===== src/hw/rtl/mhc_pkg.sv =====
`default_nettype none
package mhc_pkg;

    // Word and table geometry
    localparam int DW              = 64;
    localparam int NCOEF           = 10;
    localparam int COEF_HIGH_OFS   = 5;
    localparam int SPECIES_MAX_DEF = 16;
    localparam int SPECIES_LIMIT   = 256;
    localparam int ADDR_W          = $clog2(SPECIES_LIMIT * NCOEF);
    localparam int QDEPTH          = 2;

    // Register map
    localparam int PADDR_W          = 4;
    localparam logic REG_GAS_CONSTANT = 1'b0;

    // Operation codes
    localparam logic OP_LOAD  = 1'b0;
    localparam logic OP_ACCUM = 1'b1;

    // Temperature range bounds and IEEE constants
    localparam logic [DW-1:0] T_200_BITS   = 64'h4069_0000_0000_0000;
    localparam logic [DW-1:0] T_1000_BITS  = 64'h408F_4000_0000_0000;
    localparam logic [DW-1:0] T_5000_BITS  = 64'h40B3_8800_0000_0000;
    localparam logic [DW-1:0] DEFAULT_QNAN = 64'hFFF8_0000_0000_0000;
    localparam logic [DW-1:0] QUIET_BIT    = 64'h0008_0000_0000_0000;

    typedef enum logic [1:0] {
        K_LOAD,
        K_TERM,
        K_ZERO
    } t_kind;

    typedef struct packed {
        t_kind              kind;
        logic [ADDR_W-1:0]  addr;
        logic [DW-1:0]      data;
        logic [DW-1:0]      frac;
        logic               last;
    } t_entry;

    // Count leading zeros of a product word
    function automatic logic [6:0] lzc106(input logic [105:0] v);
        logic [6:0] n;
        n = 7'd106;
        for (int i = 0; i < 106; i++) begin
            if (v[i]) begin
                n = 7'(105 - i);
            end
        end
        return n;
    endfunction

    // Count leading zeros of a sum word
    function automatic logic [5:0] lzc57(input logic [56:0] v);
        logic [5:0] n;
        n = 6'd57;
        for (int i = 0; i < 57; i++) begin
            if (v[i]) begin
                n = 6'(56 - i);
            end
        end
        return n;
    endfunction

endpackage
`default_nettype wire


===== src/hw/rtl/mhc_front.sv =====
`default_nettype none
module mhc_front #(
    parameter int SPECIES_MAX = mhc_pkg::SPECIES_MAX_DEF
) (
    input  wire logic               i_in_valid,
    output logic                    o_in_ready,
    input  wire logic               i_operation,
    input  wire logic [3:0]         i_species,
    input  wire logic [3:0]         i_coeff_index,
    input  wire logic [63:0]        i_coeff_value,
    input  wire logic [63:0]        i_temperature,
    input  wire logic [63:0]        i_mass_fraction,
    input  wire logic               i_last,
    input  wire logic               i_q_full,
    output logic                    o_push,
    output mhc_pkg::t_entry         o_entry
);
    import mhc_pkg::*;

    logic              sp_ok, ci_ok, t_nan, pos, low, high;
    logic [ADDR_W-1:0] row;

    // Classify temperature range and species
    always_comb begin
        sp_ok = {5'd0, i_species} < 9'(SPECIES_MAX);
        ci_ok = i_coeff_index < 4'(NCOEF);
        t_nan = (&i_temperature[62:52]) && (|i_temperature[51:0]);
        pos   = !i_temperature[63] && !t_nan;
        low   = pos && (i_temperature[62:0] > T_200_BITS[62:0])
                    && (i_temperature[62:0] <= T_1000_BITS[62:0]);
        high  = pos && (i_temperature[62:0] > T_1000_BITS[62:0])
                    && (i_temperature[62:0] < T_5000_BITS[62:0]);
        row   = ADDR_W'(i_species) * ADDR_W'(NCOEF);

        o_entry.last = i_last;
        o_entry.frac = i_mass_fraction;
        if (i_operation == OP_LOAD) begin
            o_entry.kind = K_LOAD;
            o_entry.addr = row + ADDR_W'(i_coeff_index);
            o_entry.data = i_coeff_value;
        end else begin
            o_entry.kind = (sp_ok && (low || high)) ? K_TERM : K_ZERO;
            o_entry.addr = high ? row + ADDR_W'(COEF_HIGH_OFS) : row;
            o_entry.data = i_temperature;
        end
    end

    // Drop loads that address nothing
    assign o_in_ready = !i_q_full;
    assign o_push     = i_in_valid && !i_q_full
                        && ((i_operation == OP_ACCUM) || (sp_ok && ci_ok));

endmodule
`default_nettype wire


===== config.mk =====
export PLATFORM = sky130hd
export DESIGN_NAME = mhc_front
export DESIGN_NICKNAME = d
export VERILOG_FILES = /design/src/hw/rtl/mhc_pkg.sv /design/src/hw/rtl/mhc_front.sv
export SDC_FILE = /design/constraint.sdc
export NUM_CORES = 1
export LEC_CHECK = 0
export ABC_AREA = 1
export BUFFER_PORTS_ARGS = -buffer_cell sky130_fd_sc_hd__clkbuf_2
export CORE_AREA = 3 3 134 136
export DETAILED_ROUTE_END_ITERATION = 10
export DIE_AREA = 0 0 137 139
export PLACE_DENSITY = 0.51
export RECOVER_POWER = 25
export SETUP_SLACK_MARGIN = 0.4
export SLEW_MARGIN = 10
export SYNTH_ARGS = -nofsm -noshare
export SYNTH_HDL_FRONTEND = slang
export SYNTH_SLANG_ARGS = --single-unit

===== constraint.sdc =====
create_clock -name vclk -period 2.48
set_clock_uncertainty 0.1 [all_clocks]
set_input_delay 0.124 -clock vclk [all_inputs]
set_output_delay 0.124 -clock vclk [all_outputs]
set_load 0.005 [all_outputs]

==> results_dict.tcl <==
set metrics [dict create \
    gp_congestion 0.812 \
    fin_hold_ws_ns 0.148 \
    place.detailed.hpwl_um 9730 \
    hold_path_class "primary input to primary output" \
    pin_count 349 \
    slew_violations 0 \
    pwr-share-seq 0 \
    drive_gt1_frac 0.423 \
    synthSimpleGateAreaFrac 0.601 \
    die_area_um2 19000 \
    fillerInstances 2004 \
    cp_common_cell "nand2_1" \
    num_vias 3431 \
    dpl.cell_count 893 \
    ff_latch_area_um2 0 \
    dieWidth_um 137 \
    clkPwrFrac 0 \
    crit_path_cell_trace "buf_8, ha_4, ha_4, inv_2, fa_2, nor2_2, nand4_1, xor2_1, nand3_1, nand2_1, nand2_1, nand2_1, buf_2" \
    crit_slowest_cell "fa_2" \
    cp.arrival_ns 1.93 \
    hold_viol 0 \
    fp-row-count 48 \
    synth_commonest_cells "nand2_1 (264), buf_4 (68), nor2_1 (59), inv_1 (32)" \
    yosysWarnings 0 \
    grt_pass1_wl_um 16900 \
    intPower_w 0.000279 \
    synth_top_family_by_area "simple AND/OR/NAND/NOR gates" \
    critPathMaxFanout 4 \
    end_kind "primary output" \
    syn_avg_cell_area_um2 4.84 \
    p_leak_nw 2.13 \
    yosys-top-cells-area "nand2_1 (39%), buf_4 (20%), nor2_1 (8.7%)" \
    p_total_w 0.000620 \
    io_buffers 216 \
    ctsHoldBuffers 0 \
    wl_um 11100 \
    clock_buffers 0 \
    core_um2 17100 \
    diodes 0 \
    path_class "primary input to primary output" \
    start_util 0.150 \
    syn_inst 527 \
    timing.final.crit_share 0.870 \
    drt_pre_antenna_iters 4 \
    synth_fa_ha_area_frac 0.0549 \
    synth.most_common_cell "nand2_1" \
    synth_top_area_share 0.388 \
    antenna_found_initial 0 \
    grt_pass1_vias 3240 \
    seq_cell_count 0 \
    fin_cells 897 \
    p_comb_frac 1.000 \
    timing.fmax_mhz 464 \
    status "finished clean" \
    drt-vias-per-instance 3.82 \
    grt_use_total 0.108 \
    netlist_area_um2 2550 \
    ant_nets 0 \
    placed_area_um2 3390 \
    setup_tns_ns 0 \
    muxShareOfSynthArea 0 \
    start_kind "primary input" \
    irDropWorstVdd_uv 46.3 \
    yosys.area.top_type "nand2_1" \
    ys_types 33 \
    rsz0062_at_grt "true" \
    slowest_delay_ns 0.60 \
    p_switching_w 0.000342 \
    routedWlPerCell_um 12.4 \
    finalSetupViolCount 0 \
    nets 888 \
    synth_xor_area_frac 0.0172 \
    grt_start_max_net_pins 43 \
    yosysSeqAreaShare 0 \
    layout_min_cycle_time_ns 2.16 \
    cap_violations 0 \
    area_delta_synth_final_pct 41.9 \
    grt_overflow 0 \
    sw_frac_of_total 0.551 \
    synth_compound_area_frac 0.0481 \
    p_per_area_nw_per_um2 171 \
    drc 0 \
    drt_iter0_drc 123 \
    cp.required_ns 2.26 \
    die_h_um 139 \
    final_cell_area_um2 3620 \
]
-- stage by stage --
stage               utilization  worst slack (ns)
floorplan                     -             0.475
global placement          0.199             0.164
detailed placement        0.199            0.0970
CTS                       0.203             0.258
global route              0.212             0.188
finish                    0.212             0.323
-- worst max-delay path: cells and delay by family --
family / cells / cell delay [ns]
adder cells (fa/ha/maj): 3 / 0.99
AND/OR/NAND/NOR: 6 / 0.41
buffers and inverters: 3 / 0.24
XOR/XNOR: 1 / 0.16
-- cells in the final DEF, fill, tap and decap left out, types with 6 or more instances in the layout --
cell type / instances
nand3_1: 14
inv_1: 28
buf_4: 14
nor2_1: 41
nand2_1: 258
nand2_2: 11
clkbuf_2: 206
o21ai_0: 14
nand4_1: 6
nor2_2: 15
nor2_4: 13
inv_2: 6
-- logic make-up after synthesis --
logic type               count (synthesis)
AO/OA/AOI/OAI                           22
XOR/XNOR                                 5
other                                    1
AND/OR/NAND/NOR                        371
adder cells (fa/ha/maj)                 10
buffers and inverters                  118
-- power by group through the flow --
| stage | Combinational (W) | Sequential [W] | Clock, W |
|---|---|---|---|
| floorplan | 0.000363 | 0 | 0 |
| global placement | 0.000584 | 0 | 0 |
| detailed placement | 0.000587 | 0 | 0 |
| CTS | 0.000609 | 0 | 0 |
| global route | 0.000711 | 0 | 0 |
| finish | 0.000620 | 0 | 0 |
-- per-layer routing --
metal  vias to the layer above  wire length (µm)  global-route usage
li1                       1829                 -                   -
met1                      1428              4690               0.134
met2                       152              5300               0.195
met3                        22               950              0.0243
met4                         0               165              0.0137
met5                         -                 0                   0
-- path summary, 6_finish.rpt --
path	from	cells after the start	to
worst max-delay path	i_species[3]	13	o_entry[136]
worst min-delay path	i_mass_fraction[19]	0	o_entry[20]
-- final cells by class --
cell class         count  area, µm²  area share
inverters             34        128      0.0352
multi-input cells    411       2010       0.555
well taps            225        282      0.0777
repair buffers       227       1200       0.332
-- what timing repair did --
action / in CTS / in global routing
gates resized for setup: 14 / 49
setup buffers: 1 / 3
endpoints found under the setup margin: 5 / 7
pin swaps: 8 / 30
(Power assumes the default switching activity.)
