### config.mk
export PLATFORM = sky130hd
export DESIGN_NAME = mhc_queue
export DESIGN_NICKNAME = d
export VERILOG_FILES = /design/src/hw/rtl/mhc_pkg.sv /design/src/hw/rtl/mhc_queue.sv
export SDC_FILE = /design/constraint.sdc
export NUM_CORES = 1
export LEC_CHECK = 0
export BUFFER_PORTS_ARGS = -buffer_cell sky130_fd_sc_hd__buf_2
export CAP_MARGIN = 20
export CORE_MARGIN = 4
export CORE_UTILIZATION = 55
export CTS_BUF_LIST = sky130_fd_sc_hd__clkbuf_2
export DETAILED_ROUTE_END_ITERATION = 16
export GPL_ROUTABILITY_DRIVEN = 0
export HOLD_SLACK_MARGIN = 0.03
export PLACE_DENSITY = 0.93
export SYNTH_ARGS = -nofsm -noshare
export SYNTH_HDL_FRONTEND = slang
export SYNTH_SLANG_ARGS = --single-unit
### constraint.sdc
create_clock -name i_clk -period 21 [get_ports i_clk]
set_input_delay 3.15 -clock i_clk [delete_from_list [all_inputs] [get_ports i_clk]]
set_output_delay 3.15 -clock i_clk [all_outputs]
set_load 0.01 [all_outputs]
### src/hw/rtl/mhc_pkg.sv
`default_nettype none
package mhc_pkg;

    // Word and table geometry
    localparam int DW              = 64;
    localparam int NCOEF           = 10;
    localparam int COEF_HIGH_OFS   = 5;
    localparam int SPECIES_MAX_DEF = 16;
    localparam int SPECIES_LIMIT   = 256;
    localparam int ADDR_W          = $clog2(SPECIES_LIMIT * NCOEF);
    localparam int QDEPTH          = 2;

    // Register map
    localparam int PADDR_W          = 4;
    localparam logic REG_GAS_CONSTANT = 1'b0;

    // Operation codes
    localparam logic OP_LOAD  = 1'b0;
    localparam logic OP_ACCUM = 1'b1;

    // Temperature range bounds and IEEE constants
    localparam logic [DW-1:0] T_200_BITS   = 64'h4069_0000_0000_0000;
    localparam logic [DW-1:0] T_1000_BITS  = 64'h408F_4000_0000_0000;
    localparam logic [DW-1:0] T_5000_BITS  = 64'h40B3_8800_0000_0000;
    localparam logic [DW-1:0] DEFAULT_QNAN = 64'hFFF8_0000_0000_0000;
    localparam logic [DW-1:0] QUIET_BIT    = 64'h0008_0000_0000_0000;

    typedef enum logic [1:0] {
        K_LOAD,
        K_TERM,
        K_ZERO
    } t_kind;

    typedef struct packed {
        t_kind              kind;
        logic [ADDR_W-1:0]  addr;
        logic [DW-1:0]      data;
        logic [DW-1:0]      frac;
        logic               last;
    } t_entry;

    // Count leading zeros of a product word
    function automatic logic [6:0] lzc106(input logic [105:0] v);
        logic [6:0] n;
        n = 7'd106;
        for (int i = 0; i < 106; i++) begin
            if (v[i]) begin
                n = 7'(105 - i);
            end
        end
        return n;
    endfunction

    // Count leading zeros of a sum word
    function automatic logic [5:0] lzc57(input logic [56:0] v);
        logic [5:0] n;
        n = 6'd57;
        for (int i = 0; i < 57; i++) begin
            if (v[i]) begin
                n = 6'(56 - i);
            end
        end
        return n;
    endfunction

endpackage
`default_nettype wire

### src/hw/rtl/mhc_queue.sv
`default_nettype none
module mhc_queue (
    input  wire logic               i_clk,
    input  wire logic               i_rst_n,
    input  wire logic               i_push,
    input  wire mhc_pkg::t_entry    i_data,
    output logic                    o_full,
    input  wire logic               i_pop,
    output logic                    o_valid,
    output mhc_pkg::t_entry         o_data
);
    import mhc_pkg::*;

    localparam int QAW = (QDEPTH > 1) ? $clog2(QDEPTH) : 1;

    t_entry           r_q [QDEPTH];
    logic [QAW-1:0]   r_wp, r_rp;
    logic [QAW:0]     r_cnt;

    // Advance pointers and count
    always_ff @(posedge i_clk) begin
        if (!i_rst_n) begin
            r_wp  <= '0;
            r_rp  <= '0;
            r_cnt <= '0;
        end else begin
            if (i_push) begin
                r_wp <= (r_wp == QAW'(QDEPTH - 1)) ? '0 : r_wp + 1'b1;
            end
            if (i_pop) begin
                r_rp <= (r_rp == QAW'(QDEPTH - 1)) ? '0 : r_rp + 1'b1;
            end
            r_cnt <= r_cnt + (QAW+1)'(i_push) - (QAW+1)'(i_pop);
        end
    end

    // Hold entries
    always_ff @(posedge i_clk) begin
        if (i_push) begin
            r_q[r_wp] <= i_data;
        end
    end

    assign o_full  = (r_cnt == (QAW+1)'(QDEPTH));
    assign o_valid = (r_cnt != '0);
    assign o_data  = r_q[r_rp];

endmodule
`default_nettype wire

==> flow_summary.toml, run 1 <==
[setup_path]
reg2reg_depth = 3
cp_top_family = "buffers and inverters"
crit_chain = "buf_4 > mux2_2 > buf_2"
critPathRequiredTime_ps = 17850
worst_ep_arrival_time_ps = 2800
path_buf_inv = 2
r2r_start = "r_wp"
cp_slowest_stage_delay_ps = 820
cp_max_fo = 59
r2r_setup_slack_ps = 18410
crit_type = "flip-flop to output pin"
worstReg2RegEnd = "r_q[0][40]"
path_depth = 3
end_kind = "output pin"
crit_end = "o_data[141]"
crit_slowest_cell = "buf_4"
start_kind = "flip-flop"

[placed_design]
port_buffers = 291
dpl.cell_count = 1011
post-dp-hpwl_um = 13780

[pwr]
irDropWorstVdd_v = 0.00005951
fin_total_pwr_w = 0.001186
cellLeakagePower_nw = 5.260
cellPowerDensity_nw_per_um2 = 89.85

[clock_tree]
cts_buffer_depth = 3
root_buffer = "clkbuf_2"
clk_pin_slew_worst_paths_ps = 90
ctsResizeCount = 0
cts_tree = "built"
postCtsHoldBufs = 0
numCtsBuffers = 71
insertion_delay_ps = 750
clock_sinks = 291
postCtsSetupRepairBufs = 0
htree_levels = 3

[cells_and_area]
final_common_cell = "buf_2"
area_delta_synth_final_pct = 21.88
nFillCells = 1285
final_cells = 1134
final_cell_mix = "291 x buf_2, 286 x edfxtp_1, 98 x clkbuf_2"
fin_util_pct = 68.01
drive_above_1_share_pct = 63.39
final_nets = 968

[timing]
finalSetupViolCount = 0
fin_setup_tns_ps = 0
finalCriticalPeriod_ps = 5949
tightest_slew_ps = 1012
max_freq_mhz = 168.1
fin_skew_ps = 56.09
rsz0062_at_grt = "false"
slew_viol_final = 0
hold_ws_ps = 587.5
finalCritPeriodShare_pct = 28.33
relSlewSlack_pct = 32.52
hold_viol = 0

[drt]
drt_iter0_drc = 206
drtAntennaViolNets = 0
drtPass1Iterations = 4
wl_per_cell_um = 18.33
vias = 5702
wl_um = 20790
drc = 0
via_per_inst = 5.028

[synth]
yosysWarningCount = 0
synth_area_sq_um = 10830
synth_area_per_cell_sq_um = 23.23
syn_inst = 466
ys_ff_latch = 291
synth_seq_area_share_pct = 80.26
syn-num-nets = 615
ys_types = 14

[run_status]
status = "finished, final reports clean"

[floorplanning]
die-area_sq_um = 21990
ios = 292
placementRows = 51
die-height_um = 148.3
initial_core_util_pct = 55.80
core_area_sq_um = 19400
die_w_um = 148.3

[grt]
grt_pass1_vias = 6076
grt_max_degree = 77
grt_overflow_total = 0
grt_pass1_wl_um = 31420
antenna_found_initial = 4
grt_use_total_pct = 18.51

[hold_path]
hp-class = "flip-flop to flip-flop"

[run]
maxCapViolCount = 0
## worst register-to-register path: cells and delay by family (launching register included)
kind,cells,cell delay (ps)
DFF,1,350
and+or+nand+nor,1,130
buffers and inverters,2,1680
## Yosys cell counts, drive strengths merged
| cell type | count | area share (%) |
|---|---|---|
| mux2 | 143 | 17 |
| edfxtp | 286 | 79 |
| o21a | 1 | 0.069 |
| xor2 | 1 | 0.081 |
| and2 | 4 | 0.23 |
| ha | 2 | 0.23 |
| or2 | 1 | 0.058 |
| dfxtp | 5 | 0.92 |
| xnor3 | 1 | 0.21 |
| nor2b | 4 | 0.23 |
| buf | 16 | 1.3 |
| inv | 2 | 0.069 |
## power breakdown
part / switching (W) / internal (W)
Clock: 0.000202 / 0.000163
Combinational: 0.0000696 / 0.0000703
Sequential: 0.0000100 / 0.000671
## registers in the layout, indices dropped and copies added, names as in the netlist, named ones only
name / count
r_rp: 1
r_wp: 1
r_q: 286
r_cnt: 2
## final cells by class
| type | count | area, sq um | area share (%) |
|---|---|---|---|
| timing repair buffer | 296 | 1494 | 11.32 |
| tap | 265 | 331.6 | 2.513 |
| multi-input combinational | 157 | 2003 | 15.18 |
| clock inverter | 22 | 167.7 | 1.271 |
| sequential | 291 | 8692 | 65.88 |
| clock buffer | 98 | 490.5 | 3.717 |
| inverter | 2 | 7.507 | 0.05690 |
| antenna | 3 | 7.507 | 0.05690 |
## through the flow
step           worst slack [ps]  cell area (sq um)
3_3_place_gp              15500              12530
3_5_place_dp              15460              12530
2_1_floorplan             10970              10830
5_1_grt                   14790              13190
4_1_cts                   14940              13190
6_report                  15050              13190
## logic make-up after synthesis
group	Yosys count	synth area share (%)
xor+xnor	2	0.2890
compound gates	1	0.06937
buf+inv	18	1.329
flops	291	80.26
fa+ha+maj	2	0.2311
simple gates	9	0.5201
mux	143	17.30
## layer usage
| metal | routed length, um | GRT usage, % | share of wire (%) |
|---|---|---|---|
| met1 | 7496 | 20.33 | 36 |
| met2 | 10720 | 32.02 | 52 |
| met3 | 2029 | 7.800 | 9.8 |
| met4 | 527 | 7.252 | 2.5 |
| met5 | 21 | 0 | 0.10 |
## how the worst min path moves through the flow
stage / start / to / slack (ps) / cells after the start
3_3_place_gp: r_rp / flip-flop / 560 / 2
2_1_floorplan: r_rp / flip-flop / 550 / 2
4_1_cts: r_rp / flip-flop / 600 / 2
3_5_place_dp: r_rp / flip-flop / 580 / 2
5_1_grt: r_rp / flip-flop / 620 / 2
6_report: r_rp / flip-flop / 590 / 2
Note: power is estimated with default switching activity, not from simulation.
==> inputs of run 2 (changes only) <==
--- a/config.mk
+++ b/config.mk
@@ -5,15 +5,16 @@
 export SDC_FILE = /design/constraint.sdc
 export NUM_CORES = 1
 export LEC_CHECK = 0
+export ABC_AREA = 1
 export BUFFER_PORTS_ARGS = -buffer_cell sky130_fd_sc_hd__buf_2
 export CAP_MARGIN = 20
 export CORE_MARGIN = 4
-export CORE_UTILIZATION = 55
+export CORE_UTILIZATION = 49
 export CTS_BUF_LIST = sky130_fd_sc_hd__clkbuf_2
 export DETAILED_ROUTE_END_ITERATION = 16
 export GPL_ROUTABILITY_DRIVEN = 0
 export HOLD_SLACK_MARGIN = 0.03
-export PLACE_DENSITY = 0.93
+export PLACE_DENSITY = 0.88
 export SYNTH_ARGS = -nofsm -noshare
 export SYNTH_HDL_FRONTEND = slang
 export SYNTH_SLANG_ARGS = --single-unit
==> constraint.sdc (replaced) <==
create_clock -name i_clk -period 5.3 [get_ports i_clk]
set_input_delay 0.795 -clock i_clk [delete_from_list [all_inputs] [get_ports i_clk]]
set_output_delay 0.795 -clock i_clk [all_outputs]
set_load 0.01 [all_outputs]
==> flow_summary.toml, run 2 <==
[grt]
antenna_found_initial = 6
grt_pass1_vias = 6086
grt_max_degree = 82
grt_pass1_wl_um = 30820
grt_overflow_total = 0
grt_use_total_pct = 16.36

[timing]
relSlewSlack_pct = 26.65
finalCritPeriodShare_pct = 70.19
fin_setup_tns_ps = 0
finalSetupViolCount = 0
fin_skew_ps = 35.41
finalCriticalPeriod_ps = 3720
tightest_slew_ps = 1100
max_freq_mhz = 268.8
rsz0062_at_grt = "false"
slew_viol_final = 0
hold_viol = 0

[drt]
drtAntennaViolNets = 0
drt_iter0_drc = 295
via_per_inst = 4.835
wl_um = 20800
wl_per_cell_um = 17.83
drc = 0
vias = 5642
drtPass1Iterations = 4

[setup_path]
reg2reg_depth = 3
r2r_start = "r_wp"
crit_type = "flip-flop to output pin"
cp_max_fo = 62
start_kind = "flip-flop"
crit_end = "o_data[63]"
r2r_setup_slack_ps = 3160
critPathRequiredTime_ps = 4510
end_kind = "output pin"
worst_ep_arrival_time_ps = 2920
worstReg2RegEnd = "r_q[1][123]"

[cells_and_area]
largest_reg_flops = 286
final_cells = 1167
final_nets = 982
final_cell_mix = "291 x buf_2, 286 x edfxtp_1, 101 x clkbuf_2"
top_register = "r_q"
final_common_cell = "buf_2"
nFillCells = 1640
reg_top3 = "r_q: 286 flops, r_cnt: 2 flops"
area_delta_synth_final_pct = 22.23
drive_above_1_share_pct = 62.33
postLayoutCellArea_sq_um = 13230
fin_util_pct = 60.81

[clock_tree]
insertion_delay_ps = 730
postCtsSetupRepairBufs = 0
cts_tree = "built"
numCtsBuffers = 72
postCtsHoldBufs = 0
ctsResizeCount = 0
cts_buffer_depth = 3
htree_levels = 3
clock_sinks = 291
clk_pin_slew_worst_paths_ps = 110
root_buffer = "clkbuf_2"

[synth]
synth_edf_count = 286
synthTopCellsByCount = "286 x edfxtp_1, 73 x mux2_2, 70 x mux2_4, 9 x buf_6, 9 x nand2_1"
syn-num-nets = 627
ys_ff_latch = 291
async_reset_ff_share_pct = 0
yosys.area_share.simple_pct = 0.6358
synth_area_sq_um = 10820
synth_fa_ha_area_share_pct = 0.2312
synth_compound_area_share_pct = 0.04624
synthTopCellsByArea = "edfxtp_1 79%, mux2_4 9.7%, mux2_2 7.6%"
syn_inst = 478
synth_top_area_share_pct = 79.35
synth_seq_area_share_pct = 80.28
yosys.cell_count.top_type = "edfxtp_1"
synth_area_per_cell_sq_um = 22.64
yosysWarningCount = 0
synth_top_family_by_area = "multiplexers"
yosys.area_share.xor_xnor_pct = 0
ys_types = 12
ys_dominant_reg_cell = "edfxtp_1"
synthMuxAreaShare_pct = 17.31
synth_top_area_cell = "edfxtp_1"

[floorplanning]
die-height_um = 156.6
die-area_sq_um = 24530
die_w_um = 156.6
ios = 292
placementRows = 54
core_area_sq_um = 21760
initial_core_util_pct = 49.75

[pwr]
cellLeakagePower_nw = 5.298
fin_total_pwr_w = 0.004628
cellPowerDensity_nw_per_um2 = 349.8
irDropWorstVdd_v = 0.0001894

[placed_design]
dpl.cell_count = 1039
dpl_cell_area_sq_um = 12570
post-dp-hpwl_um = 13820
port_buffers = 291

[hold_path]
hp-class = "primary input to flip-flop"

[run]
maxCapViolCount = 0

[run_status]
status = "finished, final reports clean"
run 2: worst min-delay path by stage:
stage	startpoint	end	slack, ps	cells after the start
2_1_floorplan	r_rp	flip-flop	460	2
3_3_place_gp	r_rp	r_rp	480	2
3_5_place_dp	r_rp	r_rp	490	2
4_1_cts	i_data[81]	r_q[1][81]	80	1
5_1_grt	i_data[113]	r_q[1][113]	90	1
6_report	i_data[14]	r_q[0][14]	210	1
run 2: power by group:
part           switching, W  internal [W]
registers         0.0000446       0.00266
clock network      0.000830      0.000611
logic              0.000241      0.000239
run 2: per-layer routing:
metal	track usage (%)	wire, um
met5	0	40
met2	27.90	10810
met3	6.056	1845
met1	18.12	7547
met4	7.975	558
run 2: worst max-delay path: stages (launching register included):
cell     delay [ps]
dfxtp_4         960
buf_4           600
mux2_2          400
buf_2           140
run 2: per-stage QoR:
step	setup slack, ps	hold slack, ps
floorplan	328.4	463.5
global placement	2362	476.8
detailed placement	2325	492.5
CTS	1430	82.89
global route	1347	87.02
finish	1580	210.8
run 2: cell type report:
cell class,instances,area [sq um],area share (%)
repair buffers,297,1514,11.44
flip-flops and latches,291,8692,65.71
multi-input cells,164,1979,14.96
diodes,3,7.507,0.05675
well taps,280,350.3,2.648
inverters,7,31.28,0.2365
clock inverters,24,148.9,1.126
clock buffers,101,505.5,3.821
run 2: cell families (layout without fill, tap and decap cells):
| kind of cell | after synthesis | count (layout) |
|---|---|---|
| adders and majority gates | 2 | 2 |
| muxes | 143 | 143 |
| buffers and inverters | 23 | 429 |
| AOI/OAI and AO/OA | 1 | 1 |
| other | 0 | 3 |
| and+or+nand+nor | 18 | 18 |
| DFF | 291 | 291 |
==> inputs of run 3 (changes only) <==
--- a/config.mk
+++ b/config.mk
@@ -9,12 +9,12 @@
 export BUFFER_PORTS_ARGS = -buffer_cell sky130_fd_sc_hd__buf_2
 export CAP_MARGIN = 20
 export CORE_MARGIN = 4
-export CORE_UTILIZATION = 49
+export CORE_UTILIZATION = 54
 export CTS_BUF_LIST = sky130_fd_sc_hd__clkbuf_2
 export DETAILED_ROUTE_END_ITERATION = 16
 export GPL_ROUTABILITY_DRIVEN = 0
 export HOLD_SLACK_MARGIN = 0.03
-export PLACE_DENSITY = 0.88
+export PLACE_DENSITY = 0.92
 export SYNTH_ARGS = -nofsm -noshare
 export SYNTH_HDL_FRONTEND = slang
 export SYNTH_SLANG_ARGS = --single-unit
==> constraint.sdc (replaced) <==
create_clock -name i_clk -period 3.79 [get_ports i_clk]
set_input_delay 0.5685 -clock i_clk [delete_from_list [all_inputs] [get_ports i_clk]]
set_output_delay 0.5685 -clock i_clk [all_outputs]
set_load 0.01 [all_outputs]
==> flow_summary.toml, run 3 (synthesized netlist as in run 2, its figures left out) <==
[floorplanning]
die_w_um = 149.6
core_area_sq_um = 19590
ios = 292
placementRows = 51
die-area_sq_um = 22370
initial_core_util_pct = 55.25
die-height_um = 149.6

[clock_tree]
htree_levels = 3
ctsResizeCount = 0
clk_pin_slew_worst_paths_ps = 100
numCtsBuffers = 72
cts_tree = "built"
root_buffer = "clkbuf_2"
cts_buffer_depth = 3
insertion_delay_ps = 820
clock_sinks = 291

[pwr]
irDropWorstVdd_v = 0.0003053
power_frac_seq_pct = 56.2
p_comb_share_pct = 12.3
cellLeakagePower_nw = 5.897
clockPowerShare_pct = 31.5
fin_total_pwr_w = 0.006744
cellPowerDensity_nw_per_um2 = 459.8
switchingPower_w = 0.001667
p_int_w = 0.005078
swShare_pct = 24.71

[grt]
grt_pass1_vias = 7190
antenna_found_initial = 3
grt_overflow_total = 0
grt_use_total_pct = 23.45
grt_max_degree = 77
grt_pass1_wl_um = 39290

[placed_design]
post-dp-hpwl_um = 14710
dpl_cell_area_sq_um = 12560
port_buffers = 291

[setup_path]
cp_slowest_stage_delay_ps = 790
cp_top_family = "flip-flops"
r2r_start = "r_wp"
worstReg2RegEnd = "r_q[1][95]"
path_buf_inv = 2
crit_chain = "buf_12 > mux2_2 > buf_2"
r2r_setup_slack_ps = 2010
crit_type = "flip-flop to output pin"
worst_ep_arrival_time_ps = 2520
cp_max_fo = 48
start_kind = "flip-flop"
reg2reg_depth = 3
crit_slowest_cell = "dfxtp_4"
end_kind = "output pin"
critPathRequiredTime_ps = 3220

[hold_path]
hp-start = "i_push"
hold_depth = 3
whs_endpoint = "r_wp"
hp-class = "primary input to flip-flop"

[cells_and_area]
top_register = "r_q"
postLayoutCellArea_sq_um = 14670
final_cell_mix = "291 x buf_2, 286 x edfxtp_1, 145 x dlygate4sd3_1"
final_nets = 1127
final_common_cell = "buf_2"
area_delta_synth_final_pct = 35.51
drive_above_1_share_pct = 54.12
nFillCells = 1107
reg_top3 = "r_q: 286 flops, r_cnt: 2 flops"
largest_reg_flops = 286
fin_util_pct = 74.87

[drt]
drc = 0
wl_um = 26760
wl_per_cell_um = 20.78
drtPass1Iterations = 5
via_per_inst = 5.051
drtAntennaViolNets = 0
drt_iter0_drc = 446
vias = 6506

[timing]
relSlewSlack_pct = 31.90
fin_setup_tns_ps = 0
finalSetupViolCount = 0
max_freq_mhz = 323.5
fin_skew_ps = 92.76
finalCriticalPeriod_ps = 3091
hold_viol = 0
finalCritPeriodShare_pct = 81.57
rsz0062_at_grt = "false"
tightest_slew_ps = 1021
slew_viol_final = 0

[run_status]
status = "finished, final reports clean"

[run]
maxCapViolCount = 0
[run 3: cell types whose count changed in the layout (fill, tap and decap cells not counted), moves of 2 or more]
cell / before / now
clkinvlp_4: 0 / 2
dlygate4sd3_1: 0 / 145
clkinv_2: 5 / 1
clkinv_1: 17 / 7
clkbuf_2: 101 / 103
[run 3: metal layers]
metal	wire [um]	vias to the layer above	share of wire (%)	GRT usage, %
li1	-	2917	-	-
met1	9484	3182	35	25.21
met2	14140	347	53	42.40
met3	2353	60	8.8	7.420
met4	782	0	2.9	10.30
met5	0	-	0	0
[run 3: cell type report]
cell class | instances | area, sq um | share of cell area (%)
sequential | 291 | 8692 | 59.26
timing repair buffer | 442 | 2978 | 20.30
multi-input combinational | 164 | 1979 | 13.50
clock buffer | 103 | 515.5 | 3.515
tap | 265 | 331.6 | 2.261
clock inverter | 13 | 132.6 | 0.9043
inverter | 7 | 30.03 | 0.2047
antenna | 3 | 7.507 | 0.05119
[run 3: timing repair]
item | 4_1_cts | 5_1_grt
setup buffers | 0 | 0
hold buffers | 145 | 0
endpoints found under the hold margin | 291 | 0
[run 3: how the worst max path moves through the flow]
stage               slack [ps]          to  cells past startpoint
global placement          1460  o_data[24]                      3
detailed placement        1450  o_data[24]                      3
finish                     700  o_data[32]                      3
global route               530  o_data[33]                      3
floorplan                  610   r_q[1][0]                      2
CTS                        580  o_data[24]                      3
[run 3: power groups by stage]
stage	logic (W)	registers, W	clock network [W]
detailed placement	0.000688	0.00386	0
CTS	0.000813	0.00379	0.00211
global route	0.000880	0.00381	0.00237
floorplan	0.000414	0.00383	0
finish	0.000829	0.00379	0.00212
global placement	0.000668	0.00385	0
[run 3: worst register-to-register path, delay by kind of cell, from the launching register on]
| family | cells | cell delay, ps |
|---|---|---|
| buf+inv | 2 | 840 |
| flops | 1 | 400 |
| simple gates | 1 | 120 |
[run 3: through the flow]
stage,cells,hold slack (ps),worst slack [ps]
after floorplan,478,463.5,608.3
after global placement,1024,475.0,1458
after detailed placement,1024,493.5,1453
after CTS,1285,36.56,577.7
after global routing,1288,80.95,529.5
final,1288,149.5,698.5
